<file path="config.mk">
export PLATFORM = sky130hd
export DESIGN_NAME = path_bounding_box_core_flat
export DESIGN_NICKNAME = d
export VERILOG_FILES = /design/src/design/pbb_pkg.sv /design/src/design/pbb_if.sv /design/src/design/path_bounding_box_core.sv /design/src/flat_wrapper.sv
export SDC_FILE = /design/constraint.sdc
export NUM_CORES = 2
export LEC_CHECK = 0
export BUFFER_PORTS_ARGS = -buffer_cell sky130_fd_sc_hd__buf_2
export CAP_MARGIN = 20
export CORE_MARGIN = 2
export CORE_UTILIZATION = 23
export CTS_BUF_LIST = sky130_fd_sc_hd__clkbuf_8
export CTS_CLUSTER_DIAMETER = 100
export CTS_CLUSTER_SIZE = 25
export DETAILED_ROUTE_END_ITERATION = 12
export PLACE_DENSITY = 0.35
export RECOVER_POWER = 25
export SYNTH_ARGS = -nofsm -noshare
export SYNTH_HDL_FRONTEND = slang
export SYNTH_SLANG_ARGS = --single-unit
</file>
<file path="constraint.sdc">
create_clock -name i_clk -period 15.5 [get_ports i_clk]
set_clock_uncertainty 0.2 [all_clocks]
set_input_delay 2.325 -clock i_clk [delete_from_list [all_inputs] [get_ports i_clk]]
set_output_delay 2.325 -clock i_clk [all_outputs]
set_load 0.02 [all_outputs]
</file>
<file path="src/design/pbb_pkg.sv">
// ----------------------------------------------------------------------------
// pbb_pkg
// Shared types and constants for the path bounding box block: coordinate
// type, path command codes and the command record held in the input stage.
// ----------------------------------------------------------------------------
package pbb_pkg;

    // Signed fixed point, 8 fraction bits
    localparam int COORD_WIDTH = 32;

    typedef logic signed [COORD_WIDTH-1:0] t_coord;

    // Path command codes
    typedef enum logic [1:0] {
        ACT_MOVE  = 2'd0,
        ACT_LINE  = 2'd1,
        ACT_CURVE = 2'd2,
        ACT_CLOSE = 2'd3
    } t_action;

    // One path command as held in the input register
    typedef struct packed {
        t_action action;
        t_coord  p1_x;
        t_coord  p1_y;
        t_coord  p2_x;
        t_coord  p2_y;
        t_coord  p3_x;
        t_coord  p3_y;
        logic    path_end;
    } t_cmd;

    // A compare candidate: a coordinate and whether it takes part
    typedef struct packed {
        logic   v;
        t_coord val;
    } t_cand;

endpackage

</file>
<file path="src/design/pbb_if.sv">
// ----------------------------------------------------------------------------
// Path bounding box channel interfaces
// Valid/ready channels for path commands in and bounding box results out.
// ----------------------------------------------------------------------------

// Path command channel
interface pbb_cmd_if import pbb_pkg::*; ();
    logic    valid;
    logic    ready;
    t_action action;
    t_coord  p1_x;
    t_coord  p1_y;
    t_coord  p2_x;
    t_coord  p2_y;
    t_coord  p3_x;
    t_coord  p3_y;
    logic    path_end;

    modport source (
        output valid, action, p1_x, p1_y, p2_x, p2_y, p3_x, p3_y, path_end,
        input  ready
    );
    modport sink (
        input  valid, action, p1_x, p1_y, p2_x, p2_y, p3_x, p3_y, path_end,
        output ready
    );
endinterface

// Bounding box result channel
interface pbb_box_if import pbb_pkg::*; ();
    logic   valid;
    logic   ready;
    t_coord min_x;
    t_coord max_x;
    t_coord min_y;
    t_coord max_y;
    logic   empty_res;

    modport source (
        output valid, min_x, max_x, min_y, max_y, empty_res,
        input  ready
    );
    modport sink (
        input  valid, min_x, max_x, min_y, max_y, empty_res,
        output ready
    );
endinterface

</file>
<file path="src/design/path_bounding_box_core.sv">
// ----------------------------------------------------------------------------
// path_bounding_box_core
// Running bounding box of a vector path, one path command per request.
// ----------------------------------------------------------------------------
// A request marked path_end passes the input register, then the result register.
// Throughput: one command per cycle, but for stalls; the input register, a 5-way
//   compare tree per box edge and the result register form the single pass.
// The input stage stalls only while a path_end request waits on a full result
//   register. Reset (synchronous, active low) empties both stages and returns
//   the box to unseeded with the current point at the origin.
module path_bounding_box_core import pbb_pkg::*; (
    input  logic          i_clk,
    input  logic          i_rst_n,
    pbb_cmd_if.sink       i_cmd,
    pbb_box_if.source     o_box
);

    // Smaller of two candidates; an unused candidate never wins
    function automatic t_cand pick_min(t_cand a, t_cand b);
        t_cand r;
        if (!a.v) begin
            r = b;
        end else if (!b.v) begin
            r = a;
        end else begin
            r = (b.val < a.val) ? b : a;
        end
        return r;
    endfunction

    // Larger of two candidates
    function automatic t_cand pick_max(t_cand a, t_cand b);
        t_cand r;
        if (!a.v) begin
            r = b;
        end else if (!b.v) begin
            r = a;
        end else begin
            r = (b.val > a.val) ? b : a;
        end
        return r;
    endfunction

    // Input stage
    logic   r_in_valid;
    t_cmd   r_cmd;

    // Path state
    t_coord r_cur_x;
    t_coord r_cur_y;
    logic   r_pending;
    logic   r_unseeded;
    t_coord r_box_min_x;
    t_coord r_box_max_x;
    t_coord r_box_min_y;
    t_coord r_box_max_y;

    // Result stage
    logic   r_out_valid;
    t_coord r_out_min_x;
    t_coord r_out_max_x;
    t_coord r_out_min_y;
    t_coord r_out_max_y;
    logic   r_out_empty;

    logic   out_free;
    logic   adv;
    logic   is_draw;
    logic   is_curve;
    logic   add_cur;
    logic   n_unseeded;

    t_cand  mnx_01, mnx_23, mnx_03, mnx;
    t_cand  mxx_01, mxx_23, mxx_03, mxx;
    t_cand  mny_01, mny_23, mny_03, mny;
    t_cand  mxy_01, mxy_23, mxy_03, mxy;

    // Handshake: the input stage moves on unless a result cannot be placed
    assign out_free    = !r_out_valid || o_box.ready;
    assign adv         = r_in_valid && (!r_cmd.path_end || out_free);
    assign i_cmd.ready = !r_in_valid || adv;

    assign is_draw  = (r_cmd.action == ACT_LINE) || (r_cmd.action == ACT_CURVE);
    assign is_curve = (r_cmd.action == ACT_CURVE);
    assign add_cur  = is_draw && r_pending;
    assign n_unseeded = r_unseeded && !is_draw;

    // Compare trees over old box, current point and p1..p3
    always_comb begin
        mnx_01 = pick_min({!r_unseeded, r_box_min_x}, {add_cur, r_cur_x});
        mnx_23 = pick_min({is_draw, r_cmd.p1_x}, {is_curve, r_cmd.p2_x});
        mnx_03 = pick_min(mnx_01, mnx_23);
        mnx    = pick_min(mnx_03, {is_curve, r_cmd.p3_x});

        mxx_01 = pick_max({!r_unseeded, r_box_max_x}, {add_cur, r_cur_x});
        mxx_23 = pick_max({is_draw, r_cmd.p1_x}, {is_curve, r_cmd.p2_x});
        mxx_03 = pick_max(mxx_01, mxx_23);
        mxx    = pick_max(mxx_03, {is_curve, r_cmd.p3_x});

        mny_01 = pick_min({!r_unseeded, r_box_min_y}, {add_cur, r_cur_y});
        mny_23 = pick_min({is_draw, r_cmd.p1_y}, {is_curve, r_cmd.p2_y});
        mny_03 = pick_min(mny_01, mny_23);
        mny    = pick_min(mny_03, {is_curve, r_cmd.p3_y});

        mxy_01 = pick_max({!r_unseeded, r_box_max_y}, {add_cur, r_cur_y});
        mxy_23 = pick_max({is_draw, r_cmd.p1_y}, {is_curve, r_cmd.p2_y});
        mxy_03 = pick_max(mxy_01, mxy_23);
        mxy    = pick_max(mxy_03, {is_curve, r_cmd.p3_y});
    end

    // Input register
    always_ff @(posedge i_clk) begin
        if (!i_rst_n) begin
            r_in_valid <= 1'b0;
        end else if (i_cmd.ready) begin
            r_in_valid <= i_cmd.valid;
        end
        if (i_cmd.valid && i_cmd.ready) begin
            r_cmd <= '{action: i_cmd.action, p1_x: i_cmd.p1_x, p1_y: i_cmd.p1_y,
                       p2_x: i_cmd.p2_x, p2_y: i_cmd.p2_y, p3_x: i_cmd.p3_x,
                       p3_y: i_cmd.p3_y, path_end: i_cmd.path_end};
        end
    end

    // Path state update; path_end returns everything to reset
    always_ff @(posedge i_clk) begin
        if (!i_rst_n) begin
            r_cur_x     <= '0;
            r_cur_y     <= '0;
            r_pending   <= 1'b1;
            r_unseeded  <= 1'b1;
            r_box_min_x <= '0;
            r_box_max_x <= '0;
            r_box_min_y <= '0;
            r_box_max_y <= '0;
        end else if (adv) begin
            if (r_cmd.path_end) begin
                r_cur_x     <= '0;
                r_cur_y     <= '0;
                r_pending   <= 1'b1;
                r_unseeded  <= 1'b1;
                r_box_min_x <= '0;
                r_box_max_x <= '0;
                r_box_min_y <= '0;
                r_box_max_y <= '0;
            end else begin
                unique case (r_cmd.action)
                    ACT_MOVE: begin
                        r_cur_x   <= r_cmd.p1_x;
                        r_cur_y   <= r_cmd.p1_y;
                        r_pending <= 1'b1;
                    end
                    ACT_CLOSE: begin
                        r_cur_x   <= '0;
                        r_cur_y   <= '0;
                        r_pending <= 1'b1;
                    end
                    default: begin
                        r_pending <= 1'b0;
                    end
                endcase
                r_unseeded  <= n_unseeded;
                r_box_min_x <= mnx.val;
                r_box_max_x <= mxx.val;
                r_box_min_y <= mny.val;
                r_box_max_y <= mxy.val;
            end
        end
    end

    // Result register
    always_ff @(posedge i_clk) begin
        if (!i_rst_n) begin
            r_out_valid <= 1'b0;
        end else if (adv && r_cmd.path_end) begin
            r_out_valid <= 1'b1;
        end else if (o_box.ready) begin
            r_out_valid <= 1'b0;
        end
        if (adv && r_cmd.path_end) begin
            r_out_empty <= n_unseeded;
            r_out_min_x <= n_unseeded ? '0 : mnx.val;
            r_out_max_x <= n_unseeded ? '0 : mxx.val;
            r_out_min_y <= n_unseeded ? '0 : mny.val;
            r_out_max_y <= n_unseeded ? '0 : mxy.val;
        end
    end

    assign o_box.valid     = r_out_valid;
    assign o_box.min_x     = r_out_min_x;
    assign o_box.max_x     = r_out_max_x;
    assign o_box.min_y     = r_out_min_y;
    assign o_box.max_y     = r_out_max_y;
    assign o_box.empty_res = r_out_empty;

    // An empty path reports an all-zero box
    a_empty_zero: assert property (@(posedge i_clk) disable iff (!i_rst_n)
        (r_out_valid && r_out_empty) |->
            (r_out_min_x == '0 && r_out_max_x == '0 &&
             r_out_min_y == '0 && r_out_max_y == '0))
        else $error("empty result with nonzero box");

    // A filled box is never inverted
    a_box_order: assert property (@(posedge i_clk) disable iff (!i_rst_n)
        (r_out_valid && !r_out_empty) |->
            (r_out_min_x <= r_out_max_x && r_out_min_y <= r_out_max_y))
        else $error("bounding box inverted");

    // Path end returns the path state to reset
    a_end_clears: assert property (@(posedge i_clk) disable iff (!i_rst_n)
        (adv && r_cmd.path_end) |=>
            (r_unseeded && r_pending && r_cur_x == '0 && r_cur_y == '0))
        else $error("path state not cleared after path end");

endmodule
</file>
<file path="src/flat_wrapper.sv">
// flat-port wrapper written by rule: the top's interface ports become plain ports
module path_bounding_box_core_flat import pbb_pkg::*;
  (i_clk, i_rst_n, i_cmd_valid, i_cmd_action, i_cmd_p1_x, i_cmd_p1_y, i_cmd_p2_x, i_cmd_p2_y, i_cmd_p3_x, i_cmd_p3_y, i_cmd_path_end, i_cmd_ready, o_box_valid, o_box_min_x, o_box_max_x, o_box_min_y, o_box_max_y, o_box_empty_res, o_box_ready);
  pbb_cmd_if i_cmd_i ();
  pbb_box_if o_box_i ();
  input  logic i_clk;
  input  logic i_rst_n;
  input wire logic [$bits(i_cmd_i.valid)-1:0] i_cmd_valid;
  input wire logic [$bits(i_cmd_i.action)-1:0] i_cmd_action;
  input wire logic [$bits(i_cmd_i.p1_x)-1:0] i_cmd_p1_x;
  input wire logic [$bits(i_cmd_i.p1_y)-1:0] i_cmd_p1_y;
  input wire logic [$bits(i_cmd_i.p2_x)-1:0] i_cmd_p2_x;
  input wire logic [$bits(i_cmd_i.p2_y)-1:0] i_cmd_p2_y;
  input wire logic [$bits(i_cmd_i.p3_x)-1:0] i_cmd_p3_x;
  input wire logic [$bits(i_cmd_i.p3_y)-1:0] i_cmd_p3_y;
  input wire logic [$bits(i_cmd_i.path_end)-1:0] i_cmd_path_end;
  output wire logic [$bits(i_cmd_i.ready)-1:0] i_cmd_ready;
  output wire logic [$bits(o_box_i.valid)-1:0] o_box_valid;
  output wire logic [$bits(o_box_i.min_x)-1:0] o_box_min_x;
  output wire logic [$bits(o_box_i.max_x)-1:0] o_box_max_x;
  output wire logic [$bits(o_box_i.min_y)-1:0] o_box_min_y;
  output wire logic [$bits(o_box_i.max_y)-1:0] o_box_max_y;
  output wire logic [$bits(o_box_i.empty_res)-1:0] o_box_empty_res;
  input wire logic [$bits(o_box_i.ready)-1:0] o_box_ready;
  assign i_cmd_i.valid = i_cmd_valid;
  assign i_cmd_i.action = i_cmd_action;
  assign i_cmd_i.p1_x = i_cmd_p1_x;
  assign i_cmd_i.p1_y = i_cmd_p1_y;
  assign i_cmd_i.p2_x = i_cmd_p2_x;
  assign i_cmd_i.p2_y = i_cmd_p2_y;
  assign i_cmd_i.p3_x = i_cmd_p3_x;
  assign i_cmd_i.p3_y = i_cmd_p3_y;
  assign i_cmd_i.path_end = i_cmd_path_end;
  assign i_cmd_ready = i_cmd_i.ready;
  assign o_box_valid = o_box_i.valid;
  assign o_box_min_x = o_box_i.min_x;
  assign o_box_max_x = o_box_i.max_x;
  assign o_box_min_y = o_box_i.min_y;
  assign o_box_max_y = o_box_i.max_y;
  assign o_box_empty_res = o_box_i.empty_res;
  assign o_box_i.ready = o_box_ready;
  path_bounding_box_core u_core (.i_clk(i_clk), .i_rst_n(i_rst_n), .i_cmd(i_cmd_i), .o_box(o_box_i));
endmodule
</file>
Word level (Yosys, flattened, before mapping) --
Index checks and enable logic that the tools add are counted.
Word-level totals: flip-flop bits (word level) 520, bits of input ports 199, output and inout bits 131
Operators by class: equality and inequality tests 3, multiplexer cells 61, reduce and logical (&&, ||, !) cells 19, order comparisons 16
Operator list (count):
- 2-to-1 mux 32 bit | 30
- 2-to-1 mux 33 bit | 24
- greater-than comparator 32 bit | 8
- < comparator 32 bit | 8
- case mux 32 bit (2 select lines) | 2
- logical AND 1 bit | 5
- zero test 1 bit | 5
- 2-to-1 mux 1 bit | 5
- == test 2 bit (second input constant) | 2
- logical OR 1 bit | 4
- nonzero test 3 bit | 1
- == test 2 x 1 -> 1 bit (second input constant) | 1
- zero test 2 bit | 1
- AND reduction 2 bit | 1
- nonzero test 2 bit | 1
- OR reduction 2 bit | 1

Logic depth before layout (Yosys ltp) --
depth after elaboration 14, mapped depth 44, gate-level depth less buffers 39

Worst setup path after synthesis --
Ideal clock, no wire load.
path type in2reg, start in o_box_ready, end reg u_core.r_cmd[0] (netlist bit) (enable), data required time 14.434 ns, path slack 2.348 ns, setup time 0.866 ns, arrival time 12.086 ns, stages 2, buffers on the path 0, path through nor2b_1 > a31oi_1
On the way: cells in the longest elaborated chain, start to end 5
RTL lines:
- from (decl) | line flat_wrapper.sv:24 | input wire logic [$bits(o_box_i.ready)-1:0] o_box_ready;
- logical OR 1 bit | line path_bounding_box_core.sv:79 | assign out_free = !r_out_valid || o_box.ready;
- logical OR 1 bit | line path_bounding_box_core.sv:80 | assign adv = r_in_valid && (!r_cmd.path_end || out_free);
- logical AND 1 bit | line path_bounding_box_core.sv:80
- logical OR 1 bit | line path_bounding_box_core.sv:81 | assign i_cmd.ready = !r_in_valid || adv;
- logical AND 1 bit | line path_bounding_box_core.sv:118 | if (i_cmd.valid && i_cmd.ready) begin
- to (signal assigned) | line path_bounding_box_core.sv:119 | r_cmd <= '{action: i_cmd.action, p1_x: i_cmd.p1_x, p1_y: i_cmd.p1_y,
- to (decl) | line path_bounding_box_core.sv:46 | t_cmd r_cmd;
No other way between the ends. A chain may end at the register's enable or synchronous reset.

Worst setup path after layout --
start reg u_core.r_cmd[144] (netlist bit), end reg u_core.r_out_max_y[5], in the netlist u_core.o_box.max_y[5], data pin
On the way: cells in the longest elaborated chain, start to end 12
RTL lines:
- greater-than comparator 32 bit | line path_bounding_box_core.sv:39 | r = (b.val > a.val) ? b : a;
- 2-to-1 mux 32 bit | line path_bounding_box_core.sv:39
- 2-to-1 mux 32 bit (*) | line path_bounding_box_core.sv:36 | end else if (!b.v) begin
- 2-to-1 mux 33 bit (*) | line path_bounding_box_core.sv:34 | if (!a.v) begin
- greater-than comparator 32 bit | line path_bounding_box_core.sv:39
- 2-to-1 mux 32 bit | line path_bounding_box_core.sv:39
- 2-to-1 mux 33 bit | line path_bounding_box_core.sv:36
- 2-to-1 mux 33 bit (*) | line path_bounding_box_core.sv:34
- greater-than comparator 32 bit | line path_bounding_box_core.sv:39
- 2-to-1 mux 32 bit | line path_bounding_box_core.sv:39
- 2-to-1 mux 32 bit (*) | line path_bounding_box_core.sv:36
- 2-to-1 mux 32 bit (*) | line path_bounding_box_core.sv:34
- to (signal assigned) | line path_bounding_box_core.sv:185 | r_out_max_y <= n_unseeded ? '0 : mxy.val;
- to (decl) | line path_bounding_box_core.sv:63 | t_coord r_out_max_y;
Mark *: on every way between the ends. The rest lies on a longest branch, timed or not.

==> results.json <==
{
  "clockBufferDepth": 3,
  "final_hold_viol_count": 0,
  "die_w_um": 387.2,
  "layout_commonest_cell": "ha_1",
  "via_count": 27520,
  "final_cell_count_no_fill": 5656,
  "vdd_drop_max_v": 0.00005624,
  "seq_area_frac_synth_pct": 40.43,
  "port_buffers": 329,
  "drc_errors": 0,
  "rsz0062_at_grt": "no",
  "worst_slack_ps": 2793,
  "finalSetupViolCount": 0,
  "grt_antenna_before_repair": 7,
  "syn_inst": 3455,
  "cp_max_fo": 66,
  "postRouteAntennaNets": 0,
  "synth-seq-cells": 520,
  "cellLeakagePower_nw": 15.54,
  "path_clk_slew_ps": 140,
  "synth_ff_type": "edfxtp_1",
  "wl_um": 143600,
  "regArea_mm2": 0.01365,
  "maxSlewViolCount": 156,
  "fillers": 15790,
  "min_path_type": "reg -> reg",
  "cp_slowest_stage_delay_ps": 1030,
  "holdBufCountCts": 0,
  "die_area_mm2": 0.1499,
  "rows": 140,
  "cts.sink_count": 520,
  "crit_type": "reg -> reg",
  "vias_per_cell": 4.865,
  "globalplace.congestion": 0.8400,
  "syn_area_per_cell_um2": 9.773,
  "fin_setup_tns_ps": 0,
  "period_share_pct": 81.98,
  "syn_nets": 4096,
  "core_area_mm2": 0.1457,
  "drt_iter0_markers": 1772,
  "post_cts_buffers": 0,
  "dr.pass1.iters": 7,
  "wl_per_cell_um": 25.39,
  "tightest_slew_ps": 3677,
  "multi_input_area_mm2": 0.01821,
  "dp_hpwl_um": 108500,
  "p_comb_share_pct": 32.7,
  "dp_cells": 5582,
  "grt.total_usage_pct": 18.75,
  "netlist_area_mm2": 0.03377,
  "clk_latency_ps": 770,
  "violations": "max-capacitance violations, max-slew violations",
  "initial_core_util_pct": 23.17,
  "clock_power_share_pct": 24.6,
  "synthArstFlopShare_pct": 0,
  "yosysWarnings": 0,
  "fin_crit_ps": 12710,
  "yosysUniqueCellTypes": 80,
  "power_switching_mw": 1.510,
  "cts_tree": "yes",
  "pwr-share-seq_pct": 42.7,
  "cts_buffers": 38,
  "dp_slack_ps": 2849,
  "clock-root-buffer": "clkbuf_8",
  "intPower_mw": 2.336,
  "max_freq_ghz": 0.07870,
  "top_level_ports": 330,
  "cp.required_ps": 15780,
  "drive_gt1_share_pct": 13.68,
  "cpMostUsedCell": "a21o_1",
  "overflow": 0,
  "h-tree-depth": 2,
  "power.density_mw_per_mm2": 99.75,
  "synth_edf_count": 324,
  "p_sw_share_pct": 39.26,
  "fin_nets": 4346,
  "cpMaxStageDelayCell": "or4b_2",
  "grt_pass1_vias": 27630,
  "grt_pass1_wl_um": 206600,
  "syn_to_final_growth_pct": 14.20,
  "grt_start_max_net_pins": 73,
  "layout_common_cells": "ha_1, inv_1, edfxtp_1",
  "cts_resized": 0,
  "maxCapViolCount": 4,
  "die_h_um": 387.2,
  "arrival_ps": 12990,
  "startpoint_type": "flop",
  "outcome": "finished with violations",
  "cp-end-kind": "flop",
  "relSlewSlack_pct": -145.1
}
[worst paths after layout]
check / to / startpoint / slack [ps] / depth (start not counted)
worst min-delay path: u_core.r_box_min_y[15] / u_core.r_box_min_y[15] / 260 / 2
worst max register to register: u_core.o_box.max_y[5] / u_core.r_cmd[144] / 2790 / 38
worst max-delay path: u_core.o_box.max_y[5] / u_core.r_cmd[144] / 2790 / 38
worst min register to register: u_core.r_box_min_y[15] / u_core.r_box_min_y[15] / 260 / 2
[worst max-delay path, delay by kind of cell (launching register included)]
family / cells / cell delay, ps
buf+inv: 4 / 1170
fa+ha+maj: 3 / 920
flops: 1 / 440
mux: 1 / 450
simple gates: 7 / 3350
compound gates: 23 / 5780
[area by class of cell]
type                            count  share of cell area [%]
Inverter                          371                   3.615
Timing Repair Buffer              377                   4.997
Multi-Input combinational cell   2397                   47.23
Antenna cell                        4                 0.02596
Clock inverter                     28                   1.003
Sequential cell                   520                   35.41
Tap cell                         1917                   6.220
Clock buffer                       42                   1.499
[state kept, by name, summed over array words and instances, names as in the netlist]
signal	flops
u_core.o_box.empty_res	1
u_core.r_pending	1
u_core.o_box.min_x	32
u_core.o_box.min_y	32
u_core.r_box_max_y	32
u_core.r_cmd	195
u_core.o_box.max_y	32
u_core.r_in_valid	1
u_core.r_box_max_x	32
u_core.r_cur_x	32
u_core.r_cur_y	32
u_core.r_box_min_x	32
u_core.o_box.max_x	32
u_core.r_box_min_y	32
u_core.r_unseeded	1
u_core.o_box.valid	1
[cell usage after synthesis, drive strengths merged, types with 41 or more instances]
cell	number	area share (%)
clkbuf	126	1.4
mux2	68	2.3
dfxtp	196	12
ha	442	16
nand4	82	1.5
a21oi	254	3.8
a22o	65	1.7
nand3	94	1.4
nor2	172	1.9
nand2	222	2.5
mux2i	167	5.0
o211ai	69	1.5
a21o	102	2.3
inv	370	4.1
edfxtp	324	29
buf	41	0.65
a32oi	65	1.7
o21ai	289	4.6
[power by group through the flow]
| stage | Combinational [mW] | Sequential, mW | Clock [mW] |
|---|---|---|---|
| finish | 1.26 | 1.64 | 0.947 |
| detailed placement | 1.27 | 1.67 | 0 |
| global placement | 1.27 | 1.68 | 0 |
| floorplan | 0.777 | 1.67 | 0 |
| global route | 1.40 | 1.65 | 1.03 |
| CTS | 1.28 | 1.64 | 0.999 |
[metal layers]
layer	vias to the layer above	part of all wire [%]	GRT usage, %
met4	4	1.3	3.097
met3	83	3.3	2.165
met2	546	46	30.98
met1	13570	49	26.52
met5	-	0.016	0
li1	13310	-	-
[metrics by stage]
step | hold WS [ps] | power (mW) | area, um^2 | util [%]
4_1_cts | 261.4 | 3.918 | 38650 | 26.52
2_1_floorplan | 225.0 | 2.442 | 33770 | -
5_1_grt | 277.3 | 4.079 | 38550 | 26.45
3_3_place_gp | 237.5 | 2.947 | 37660 | 25.84
3_5_place_dp | 243.2 | 2.942 | 37690 | 25.86
6_report | 257.5 | 3.847 | 38560 | 26.46
[kinds of logic after synthesis]
| logic type | synth area share, % |
|---|---|
| AOI/OAI and AO/OA | 19.76 |
| xor gates and xnor gates | 0.07783 |
| adders and majority gates | 16.38 |
| buffers and inverters | 6.173 |
| DFF | 40.43 |
| muxes | 7.266 |
| and+or+nand+nor | 9.909 |
Power figures use the tool's default switching activity.
